File: src/rtl/dtd_pkg.sv
// Package for the date to day number and weekday core.
// Holds the word types, the pipeline stage types and the calendar tables.
// No dependencies.
`timescale 1ns / 1ps
`default_nettype none

package dtd_pkg;

    localparam int YEAR_W  = 12;
    localparam int MONTH_W = 4;
    localparam int DAY_W   = 5;
    localparam int TOTAL_W = 20;
    localparam int WDAY_W  = 3;
    localparam int QUOT_W  = 6;
    localparam int LEAP_W  = 11;
    localparam int MDAY_W  = 9;

    localparam int DIV100_MUL   = 5243;
    localparam int DIV100_SHIFT = 19;
    localparam int PROD_W       = 25;

    localparam logic [8:0]        DAYS_PER_YEAR = 9'd365;
    localparam logic [6:0]        CENTURY       = 7'd100;
    localparam logic [MONTH_W-1:0] MONTH_JAN    = 4'd1;
    localparam logic [MONTH_W-1:0] MONTH_FEB    = 4'd2;
    localparam logic [MONTH_W-1:0] MONTH_DEC    = 4'd12;
    localparam logic [DAY_W-1:0]   FEB_LEAP_LEN = 5'd29;

    typedef struct packed {
        logic [YEAR_W-1:0]  year;
        logic [MONTH_W-1:0] month;
        logic [DAY_W-1:0]   day;
    } t_in_word;

    typedef struct packed {
        logic               valid_res;
        logic [TOTAL_W-1:0] total_days;
        logic [WDAY_W-1:0]  weekday;
    } t_out_word;

    typedef struct packed {
        logic               ok;
        logic [YEAR_W-1:0]  year;
        logic [MONTH_W-1:0] month;
        logic [DAY_W-1:0]   day;
        logic [QUOT_W-1:0]  q_year;
        logic [QUOT_W-1:0]  q_prev;
    } t_front;

    typedef struct packed {
        logic ok;
        logic [TOTAL_W-1:0] year_days;
        logic [LEAP_W-1:0]  leap_days;
        logic [MDAY_W-1:0]  month_days;
    } t_mid;

    typedef struct packed {
        logic               ok;
        logic [TOTAL_W-1:0] total;
    } t_sum;

    function automatic logic [MDAY_W-1:0] days_before(input logic [MONTH_W-1:0] m);
        logic [MDAY_W-1:0] v;
        case (m)
            4'd1:    v = 9'd0;
            4'd2:    v = 9'd31;
            4'd3:    v = 9'd59;
            4'd4:    v = 9'd90;
            4'd5:    v = 9'd120;
            4'd6:    v = 9'd151;
            4'd7:    v = 9'd181;
            4'd8:    v = 9'd212;
            4'd9:    v = 9'd243;
            4'd10:   v = 9'd273;
            4'd11:   v = 9'd304;
            4'd12:   v = 9'd334;
            default: v = 9'd0;
        endcase
        return v;
    endfunction

    function automatic logic [DAY_W-1:0] month_len(input logic [MONTH_W-1:0] m);
        logic [DAY_W-1:0] v;
        case (m)
            4'd2:                 v = 5'd28;
            4'd4, 4'd6, 4'd9, 4'd11: v = 5'd30;
            default:              v = 5'd31;
        endcase
        return v;
    endfunction

endpackage

`default_nettype wire

File: src/rtl/dtd_front.sv
// Front stage: range checks on year and month, and year / 100 quotients
// by reciprocal multiply. Depends on dtd_pkg.
`timescale 1ns / 1ps
`default_nettype none

module dtd_front #(
    parameter int BASE_YEAR = 1900
) (
    input  wire               i_clk,
    input  wire               i_rst_n,
    input  wire               i_vld,
    input  dtd_pkg::t_in_word i_word,
    output logic              o_vld,
    output dtd_pkg::t_front   o_data
);

    localparam logic [dtd_pkg::YEAR_W-1:0] BASE = dtd_pkg::YEAR_W'(BASE_YEAR);

    logic                          r_vld;
    dtd_pkg::t_front               r_data;
    dtd_pkg::t_front               n_data;
    logic [dtd_pkg::YEAR_W-1:0]    w_prev;
    logic [dtd_pkg::PROD_W-1:0]    w_py;
    logic [dtd_pkg::PROD_W-1:0]    w_pp;

    always_comb begin
        w_prev = i_word.year - dtd_pkg::YEAR_W'(1);
        w_py   = dtd_pkg::PROD_W'(i_word.year) * dtd_pkg::PROD_W'(dtd_pkg::DIV100_MUL);
        w_pp   = dtd_pkg::PROD_W'(w_prev) * dtd_pkg::PROD_W'(dtd_pkg::DIV100_MUL);
        n_data.ok     = (i_word.year >= BASE) && (i_word.month >= dtd_pkg::MONTH_JAN)
                        && (i_word.month <= dtd_pkg::MONTH_DEC);
        n_data.year   = i_word.year;
        n_data.month  = i_word.month;
        n_data.day    = i_word.day;
        n_data.q_year = w_py[dtd_pkg::PROD_W-1:dtd_pkg::DIV100_SHIFT];
        n_data.q_prev = w_pp[dtd_pkg::PROD_W-1:dtd_pkg::DIV100_SHIFT];
    end

    always_ff @(posedge i_clk) begin
        if (!i_rst_n) begin
            r_vld <= 1'b0;
        end else begin
            r_vld <= i_vld;
        end
        r_data <= n_data;
    end

    assign o_vld  = r_vld;
    assign o_data = r_data;

endmodule

`default_nettype wire

File: src/rtl/dtd_accum.sv
// Middle stages: leap test, day check, year and month day counts, then
// the final day number sum. Depends on dtd_pkg.
`timescale 1ns / 1ps
`default_nettype none

module dtd_accum #(
    parameter int BASE_YEAR = 1900
) (
    input  wire             i_clk,
    input  wire             i_rst_n,
    input  wire             i_vld,
    input  dtd_pkg::t_front i_data,
    output logic            o_vld,
    output dtd_pkg::t_sum   o_data
);

    localparam int PREV_BASE = BASE_YEAR - 1;
    localparam int LBASE_INT = PREV_BASE / 4 - PREV_BASE / 100 + PREV_BASE / 400;
    localparam logic [dtd_pkg::LEAP_W-1:0]  LBASE = dtd_pkg::LEAP_W'(LBASE_INT);
    localparam logic [dtd_pkg::YEAR_W-1:0]  BASE  = dtd_pkg::YEAR_W'(BASE_YEAR);

    logic                          r_vld2;
    logic                          r_vld3;
    dtd_pkg::t_mid                 r_mid;
    dtd_pkg::t_mid                 n_mid;
    dtd_pkg::t_sum                 r_sum;
    dtd_pkg::t_sum                 n_sum;
    logic                          w_leap;
    logic [dtd_pkg::YEAR_W-1:0]    w_cent;
    logic [dtd_pkg::YEAR_W-1:0]    w_prev;
    logic [dtd_pkg::DAY_W-1:0]     w_mlen;
    logic [dtd_pkg::LEAP_W-1:0]    w_lprev;

    always_comb begin
        w_cent = dtd_pkg::YEAR_W'(i_data.q_year) * dtd_pkg::YEAR_W'(dtd_pkg::CENTURY);
        w_leap = (i_data.year[1:0] == 2'b00)
                 && ((i_data.year != w_cent) || (i_data.q_year[1:0] == 2'b00));
        w_mlen = (i_data.month == dtd_pkg::MONTH_FEB && w_leap) ? dtd_pkg::FEB_LEAP_LEN
                                                                 : dtd_pkg::month_len(i_data.month);
        w_prev  = i_data.year - dtd_pkg::YEAR_W'(1);
        w_lprev = dtd_pkg::LEAP_W'(w_prev[dtd_pkg::YEAR_W-1:2])
                  - dtd_pkg::LEAP_W'(i_data.q_prev)
                  + dtd_pkg::LEAP_W'(i_data.q_prev[dtd_pkg::QUOT_W-1:2]);

        n_mid.ok        = i_data.ok && (i_data.day != '0) && (i_data.day <= w_mlen);
        n_mid.year_days = dtd_pkg::TOTAL_W'(i_data.year - BASE)
                          * dtd_pkg::TOTAL_W'(dtd_pkg::DAYS_PER_YEAR);
        n_mid.leap_days = w_lprev - LBASE;
        n_mid.month_days = dtd_pkg::days_before(i_data.month)
                           + dtd_pkg::MDAY_W'(w_leap && (i_data.month > dtd_pkg::MONTH_FEB))
                           + dtd_pkg::MDAY_W'(i_data.day);
    end

    always_comb begin
        n_sum.ok    = r_mid.ok;
        n_sum.total = r_mid.ok ? (r_mid.year_days + dtd_pkg::TOTAL_W'(r_mid.leap_days)
                                  + dtd_pkg::TOTAL_W'(r_mid.month_days))
                               : '0;
    end

    always_ff @(posedge i_clk) begin
        if (!i_rst_n) begin
            r_vld2 <= 1'b0;
            r_vld3 <= 1'b0;
        end else begin
            r_vld2 <= i_vld;
            r_vld3 <= r_vld2;
        end
        r_mid <= n_mid;
        r_sum <= n_sum;
    end

    assign o_vld  = r_vld3;
    assign o_data = r_sum;

endmodule

`default_nettype wire

File: src/rtl/dtd_wkday.sv
// Output stage: day number mod 7 by folding octal digits, and the
// result word register. Depends on dtd_pkg.
`timescale 1ns / 1ps
`default_nettype none

module dtd_wkday (
    input  wire                i_clk,
    input  wire                i_rst_n,
    input  wire                i_vld,
    input  dtd_pkg::t_sum      i_data,
    output logic               o_vld,
    output dtd_pkg::t_out_word o_word
);

    localparam int GROUPS = (dtd_pkg::TOTAL_W + 2) / 3;
    localparam int PADDED = GROUPS * 3;

    logic                      r_vld;
    dtd_pkg::t_out_word        r_word;
    dtd_pkg::t_out_word        n_word;
    logic [PADDED-1:0]         w_pad;
    logic [5:0]                w_sum;
    logic [3:0]                w_fold;
    logic [dtd_pkg::WDAY_W-1:0] w_mod;

    always_comb begin
        w_pad = PADDED'(i_data.total);
        w_sum = '0;
        for (int g = 0; g < GROUPS; g++) begin
            w_sum = w_sum + 6'(w_pad[g*3 +: 3]);
        end
        w_fold = 4'(w_sum[5:3]) + 4'(w_sum[2:0]);
        w_mod  = (w_fold >= 4'd7) ? 3'(w_fold - 4'd7) : w_fold[2:0];

        n_word.valid_res  = i_data.ok;
        n_word.total_days = i_data.total;
        n_word.weekday    = i_data.ok ? w_mod : '0;
    end

    always_ff @(posedge i_clk) begin
        if (!i_rst_n) begin
            r_vld <= 1'b0;
        end else begin
            r_vld <= i_vld;
        end
        r_word <= n_word;
    end

    assign o_vld  = r_vld;
    assign o_word = r_word;

endmodule

`default_nettype wire

File: src/rtl/date_to_day_number_weekday_core.sv
// Gregorian date to day number and weekday, four register stages.
// An accepted word passes the dtd_front, dtd_accum and dtd_wkday registers in that order before o_done.
// Throughput: one word per cycle; o_busy stays low, the receiver cannot stall.
// Reset: synchronous, active low; clears the stage valid bits only.
// Depends on dtd_pkg, dtd_front, dtd_accum, dtd_wkday.
`timescale 1ns / 1ps
`default_nettype none

module date_to_day_number_weekday_core #(
    parameter int BASE_YEAR = 1900
) (
    input  wire                i_clk,
    input  wire                i_rst_n,
    input  wire                i_start,
    input  dtd_pkg::t_in_word  i_word,
    output logic               o_busy,
    output logic               o_done,
    output dtd_pkg::t_out_word o_word
);

    logic            w_acc;
    logic            w_vld1;
    dtd_pkg::t_front w_front;
    logic            w_vld3;
    dtd_pkg::t_sum   w_sum;

    assign o_busy = 1'b0;
    assign w_acc  = i_start && !o_busy;

    dtd_front #(.BASE_YEAR(BASE_YEAR)) u_front (
        .i_clk   (i_clk),
        .i_rst_n (i_rst_n),
        .i_vld   (w_acc),
        .i_word  (i_word),
        .o_vld   (w_vld1),
        .o_data  (w_front)
    );

    dtd_accum #(.BASE_YEAR(BASE_YEAR)) u_accum (
        .i_clk   (i_clk),
        .i_rst_n (i_rst_n),
        .i_vld   (w_vld1),
        .i_data  (w_front),
        .o_vld   (w_vld3),
        .o_data  (w_sum)
    );

    dtd_wkday u_wkday (
        .i_clk   (i_clk),
        .i_rst_n (i_rst_n),
        .i_vld   (w_vld3),
        .i_data  (w_sum),
        .o_vld   (o_done),
        .o_word  (o_word)
    );

    a_latency: assert property (@(posedge i_clk) disable iff (!i_rst_n)
        w_acc |-> ##4 o_done)
        else $error("accepted word did not complete in 4 cycles");

    a_no_phantom: assert property (@(posedge i_clk) disable iff (!i_rst_n)
        o_done |-> $past(w_acc, 4))
        else $error("result without an accepted word");

    a_invalid_zero: assert property (@(posedge i_clk) disable iff (!i_rst_n)
        (o_done && !o_word.valid_res) |-> (o_word.total_days == '0 && o_word.weekday == '0))
        else $error("invalid date with nonzero fields");

    a_valid_range: assert property (@(posedge i_clk) disable iff (!i_rst_n)
        (o_done && o_word.valid_res) |-> (o_word.total_days != '0 && o_word.weekday < 3'd7))
        else $error("valid date with out of range fields");

endmodule

`default_nettype wire

File: config.mk
export PLATFORM = sky130hd
export DESIGN_NAME = date_to_day_number_weekday_core
export DESIGN_NICKNAME = d
export VERILOG_FILES = /design/src/rtl/dtd_pkg.sv /design/src/rtl/dtd_front.sv /design/src/rtl/dtd_accum.sv /design/src/rtl/dtd_wkday.sv /design/src/rtl/date_to_day_number_weekday_core.sv
export SDC_FILE = /design/constraint.sdc
export NUM_CORES = 1
export LEC_CHECK = 0
export ABC_AREA = 1
export BUFFER_PORTS_ARGS = -buffer_cell sky130_fd_sc_hd__buf_4
export CORE_UTILIZATION = 55
export CTS_BUF_LIST = sky130_fd_sc_hd__clkbuf_2
export DETAILED_ROUTE_END_ITERATION = 6
export PLACE_DENSITY = 0.72
export SLEW_MARGIN = 20
export SYNTH_ARGS = -nofsm -noshare
export SYNTH_HDL_FRONTEND = slang
export SYNTH_SLANG_ARGS = --single-unit
File: constraint.sdc
create_clock -name i_clk -period 8 [get_ports i_clk]
set_input_delay 1.2 -clock i_clk [delete_from_list [all_inputs] [get_ports i_clk]]
set_output_delay 1.2 -clock i_clk [all_outputs]
set_load 0.01 [all_outputs]
==> results.sh, run 1 <==
export IMPL_grt_max_degree=17
export IMPL_netlist_area_leader_share_pct=24.4
export IMPL_core_region_area_sq_mm=0.0271
export IMPL_relSlewSlack_pct=55.9
export IMPL_synth_nets=2315
export IMPL_clkSinkCount=133
export IMPL_post_cts_resized=0
export IMPL_period_share_pct=74.2
export IMPL_clkSlewWorstSetupHoldPaths_ps=240
export IMPL_pin_count=50
export IMPL_async_reset_ff_share_pct=0
export IMPL_wl_um=33100
export IMPL_rsz0062_at_grt="no"
export IMPL_hp_class="flop to flop"
export IMPL_crit_fanout=10
export IMPL_overflow=0
export IMPL_drive_gt1_share_pct=6.03
export IMPL_cap_violations=0
export IMPL_ctsHoldBuffers=0
export IMPL_hpwl_um=29000
export IMPL_cts_made_buffers=17
export IMPL_dieWidth_um=169
export IMPL_antenna_found_initial=1
export IMPL_htree_levels=4
export IMPL_required_ps=8630
export IMPL_drt_iter0_drc=579
export IMPL_io_buffers=48
export IMPL_synth_distinct_cells=51
export IMPL_drt_wirelength_per_cell_um=14.5
export IMPL_setup_violations=0
export IMPL_die_h_um=169
export IMPL_die_area_sq_mm=0.0285
export IMPL_mostFrequentLayoutCells="401 x inv_1, 310 x nand2_1, 298 x ha_1, 160 x fa_1, 133 x dfxtp_1"
export IMPL_final_max_slew_viol_count=0
export IMPL_syn_instance_count=1833
export IMPL_drc_errors=0
export IMPL_num_rows=60
export IMPL_synthTopCellsByArea="ha_1 24%, fa_1 21%, dfxtp_1 17%"
export IMPL_grt_pass1_wl_um=56100
export IMPL_cts_root_buffer="clkbuf_2"
export IMPL_hold_violations=0
export IMPL_cts_tree="built"
export IMPL_path_class="input pin to flop"
export IMPL_synth_area_per_cell_sq_um=8.35
export IMPL_ys_flop_type="dfxtp_1"
export IMPL_synth_area_sq_mm=0.0153
export IMPL_synth_edf_count=0
export IMPL_worstSetupEndpointType="flop"
export IMPL_area_growth_pct=6.77
export IMPL_layout_nets=2376
export IMPL_dr_pass1_iters=5
export IMPL_grt_pass1_vias=11800
export IMPL_layout_commonest_cell="inv_1"
export IMPL_clk_latency_ps=740
export IMPL_skew_ps=41.6
export IMPL_setup_tns_ps=0
export IMPL_grt_use_total_pct=24.8
export IMPL_postCtsSetupBuffers=0
export IMPL_routed_via_count=11600
export IMPL_synth_top_cell_by_area="ha_1"
export IMPL_max_freq_mhz=169
export IMPL_cp_start_kind="input pin"
export IMPL_fill_cells=2419
export IMPL_cp_arrival_ps=6560
export IMPL_min_period_ps=5930
export IMPL_start_util_pct=56.5
export IMPL_yosysSeqAreaShare_pct=17.4
export IMPL_status="finished, final reports clean"
export IMPL_ant_nets=0
export IMPL_yosys_warnings=0
export IMPL_worst_slew_pin_transition_ps=659
export IMPL_clk_path_buf_depth=2
export IMPL_gp_congestion=0.905
export IMPL_yosys_register_bits=133
export IMPL_via_per_inst=5.07
## kinds of logic (layout without fill, tap and decap cells)
group           Yosys count  count (layout)  share of synthesized area, %
flops                   133             133                          17.4
simple gates            576             576                          16.3
xor+xnor                 70              70                          4.05
buf+inv                 411             485                          10.2
compound gates          184             184                          6.73
fa+ha+maj               458             458                          45.3
other cells               1               2                        0.0245
## critical path, cell delays in order
cell and delay [ps]:
buf_4 150, inv_1 200, ha_1 270, nand2_2 100, nor2_4 120, xor2_1 390
inv_1 130, fa_1 590, fa_1 440, fa_1 540, inv_1 70, fa_1 540
inv_1 60, fa_1 540, inv_1 40, ha_1 320, nand2_1 100, nor2_1 170
nor3b_2 240, nand3_1 100, nand3_1 90, inv_1 50, nand2_1 50, nand2_1 50
## cells in the mapped netlist, types with 3 or more instances
cell type / number
or2_2: 3
nor2_2: 4
nand4_1: 23
o21a_1: 4
o21ai_0: 48
nor3_1: 14
nand2_1: 310
nand3_1: 82
a31oi_1: 6
buf_4: 3
dfxtp_1: 133
a21o_1: 13
xnor2_1: 18
ha_1: 298
and2_1: 3
nor2_1: 111
xor2_1: 51
a21oi_1: 91
inv_1: 401
fa_1: 160
nand2_2: 8
o21bai_1: 10
## layout make-up
class	instances	area [sq um]	area share [%]
clock buffer	17	85.1	0.520
multi-input combinational	1289	11100	67.8
sequential	133	2660	16.3
antenna	1	2.50	0.0153
inverter	405	1530	9.33
clock inverter	15	165	1.01
tap	372	465	2.85
timing repair buffer	48	360	2.20
## flip-flops by register name (all words and copies together) (netlist names), named ones only
register / flops
u_accum.r_mid: 40
u_front.o_data: 34
u_accum.o_data: 21
u_front.o_vld: 1
u_accum.n_sum: 1
u_wkday.o_word: 24
u_accum.o_vld: 1
u_accum.r_vld2: 1
u_wkday.o_vld: 1
## through the flow
stage	hold WS [ps]	setup slack, ps	area [sq um]	utilization [%]	cells
finish	332	2070	16300	60.3	2280
global route	341	1770	16300	60.3	2280
CTS	330	2110	16300	60.3	2279
detailed placement	341	1330	16100	59.4	2247
global placement	338	1480	16100	59.4	2247
floorplan	331	1970	15300	-	1833
## final timing paths
check	startpoint	endpoint	slack, ps	cells past startpoint
max	i_word[9]	u_front.o_data[5]	2070	24
min	u_accum.o_data[18]	u_wkday.o_word[21]	330	0
max reg2reg	u_accum.o_data[0]	u_wkday.o_word[1]	2720	22
min reg2reg	u_accum.o_data[18]	u_wkday.o_word[21]	330	0
## layer usage
layer	routed length [um]	GRT usage (%)	up-vias
met5	0	0	-
met4	599	6.48	0
met3	865	2.83	44
met2	16700	45.3	205
met1	14900	30.9	5418
li1	-	-	5901
Power of run 1 is not shown: default switching activity piles up to over one toggle a cycle in this logic, so the estimate is an artifact.
==> run 2, diff against run 1 <==
--- a/config.mk
+++ b/config.mk
@@ -10,7 +10,7 @@
 export CORE_UTILIZATION = 55
 export CTS_BUF_LIST = sky130_fd_sc_hd__clkbuf_2
 export DETAILED_ROUTE_END_ITERATION = 6
-export PLACE_DENSITY = 0.72
+export PLACE_DENSITY = 0.75
 export SLEW_MARGIN = 20
 export SYNTH_ARGS = -nofsm -noshare
 export SYNTH_HDL_FRONTEND = slang
==> constraint.sdc (replaced) <==
create_clock -name i_clk -period 4.98 [get_ports i_clk]
set_input_delay 0.747 -clock i_clk [delete_from_list [all_inputs] [get_ports i_clk]]
set_output_delay 0.747 -clock i_clk [all_outputs]
set_load 0.01 [all_outputs]
==> results.sh, run 2 (synthesized netlist as in run 1, its figures left out) <==
export IMPL_max_freq_mhz=202
export IMPL_largest_reg_flops=40
export IMPL_routed_via_count=12000
export IMPL_via_per_inst=5.05
export IMPL_grt_use_total_pct=24.9
export IMPL_final_max_slew_viol_count=0
export IMPL_cts_made_buffers=17
export IMPL_worst_slew_pin_transition_ps=623
export IMPL_setup_violations=0
export IMPL_clkSinkCount=133
export IMPL_crit_fanout=3
export IMPL_place_ws_ps=-561
export IMPL_top_register="u_accum.r_mid"
export IMPL_hpwl_um=29100
export IMPL_cp_slowest_cell="fa_1"
export IMPL_htree_levels=4
export IMPL_layout_nets=2470
export IMPL_io_buffers=48
export IMPL_path_class="flop to flop"
export IMPL_worst_path_most_repeated_cell="fa_1"
export IMPL_worstPathCellList="ha_4 > inv_2 > fa_2 > xor2_2 > fa_1 > inv_1 > fa_1 > fa_1 > ha_4 > a21o_1 > a31oi_4 > xor2_1 > inv_1 > ha_4 > fa_1 > ha_2 > inv_2 > nor2_2 > inv_2 > nand2_2 > o21ai_1 > a21oi_1"
export IMPL_antenna_found_initial=1
export IMPL_rsz0062_at_grt="yes"
export IMPL_cts_tree="built"
export IMPL_wl_um=33300
export IMPL_core_region_area_sq_mm=0.0271
export IMPL_grt_max_degree=17
export IMPL_relSlewSlack_pct=58.4
export IMPL_drive_gt1_share_pct=12.8
export IMPL_ant_nets=0
export IMPL_dr_pass1_iters=7
export IMPL_skew_ps=41.6
export IMPL_die_area_sq_mm=0.0285
export IMPL_fin_ws_ps=39.0
export IMPL_cp_arrival_ps=5620
export IMPL_min_period_ps=4940
export IMPL_cp_start_kind="flop"
export IMPL_hp_class="input pin to flop"
export IMPL_num_rows=60
export IMPL_drc_errors=0
export IMPL_layout_commonest_cell="inv_1"
export IMPL_grt_pass1_wl_um=56700
export IMPL_hold_violations=0
export IMPL_overflow=0
export IMPL_cap_violations=0
export IMPL_cp_slowest_stage_delay_ps=590
export IMPL_status="finished, final reports clean"
export IMPL_gp_congestion=0.911
export IMPL_fill_cells=2321
export IMPL_dieWidth_um=169
export IMPL_pin_count=50
export IMPL_drt_wirelength_per_cell_um=14.0
export IMPL_mostFrequentLayoutCells="392 x inv_1, 303 x nand2_1, 286 x ha_1, 159 x fa_1, 141 x buf_4"
export IMPL_period_share_pct=99.2
export IMPL_clk_latency_ps=740
export IMPL_grt_pass1_vias=12400
export IMPL_die_h_um=169
export IMPL_clkSlewWorstSetupHoldPaths_ps=230
export IMPL_start_util_pct=56.5
export IMPL_required_ps=5660
export IMPL_drt_iter0_drc=703
export IMPL_worstSetupEndpointType="flop"
export IMPL_area_growth_pct=13.2
export IMPL_clk_path_buf_depth=2
export IMPL_cts_root_buffer="clkbuf_2"
==> run 2: cell type report <==
cell class / instances / area [sq um] / share of cell area [%]
multi-input combinational: 1289 / 11300 / 65.4
clock inverter: 15 / 168 / 0.967
clock buffer: 17 / 85.1 / 0.491
sequential: 133 / 2670 / 15.4
timing repair buffer: 142 / 1070 / 6.17
tap: 372 / 465 / 2.68
antenna: 1 / 2.50 / 0.0144
inverter: 405 / 1540 / 8.88
==> run 2: worst max-delay path: cells and delay by family (launching register included) <==
| kind | cells | cell delay [ps] |
|---|---|---|
| simple gates | 2 | 190 |
| flops | 1 | 410 |
| fa+ha+maj | 9 | 3150 |
| xor+xnor | 2 | 340 |
| compound gates | 4 | 540 |
| buf+inv | 5 | 260 |
==> run 2: per-layer routing <==
metal  part of all wire [%]  vias to the layer above  track usage [%]
met5                      0                        -                0
met4                    3.3                        0             9.53
met3                    3.4                       63             3.09
met2                     51                      237             46.2
met1                     42                     5614             29.0
li1                       -                     6086                -
==> run 2: metrics by stage <==
stage	hold WS, ps	area, sq um	instances	setup TNS, ps	utilization [%]
finish	107	17300	2374	0	64.0
global route	12.8	17300	2374	-322	64.0
CTS	29.0	17200	2370	0	63.6
detailed placement	341	16900	2335	-3290	62.5
global placement	337	16900	2335	-2400	62.5
floorplan	331	15500	1833	-1040	-
==> run 2: repair_timing <==
action                                  CTS  global route
gates resized for setup                   4            22
endpoints found under the hold margin     0             0
pin swaps                                 2             6
endpoints found under the setup margin    2             6
setup buffers                             3             3
hold buffers                              0             0
==> run 2: final timing paths <==
kind                      start                 end  slack, ps  cells past startpoint
min                   i_word[4]  u_front.o_data[16]        110                      1
min reg2reg  u_accum.o_data[11]  u_wkday.o_word[14]        340                      0
max           u_accum.o_data[3]   u_wkday.o_word[0]         40                     22
max reg2reg   u_accum.o_data[3]   u_wkday.o_word[0]         40                     22
Power of run 2 is left out for the same reason.
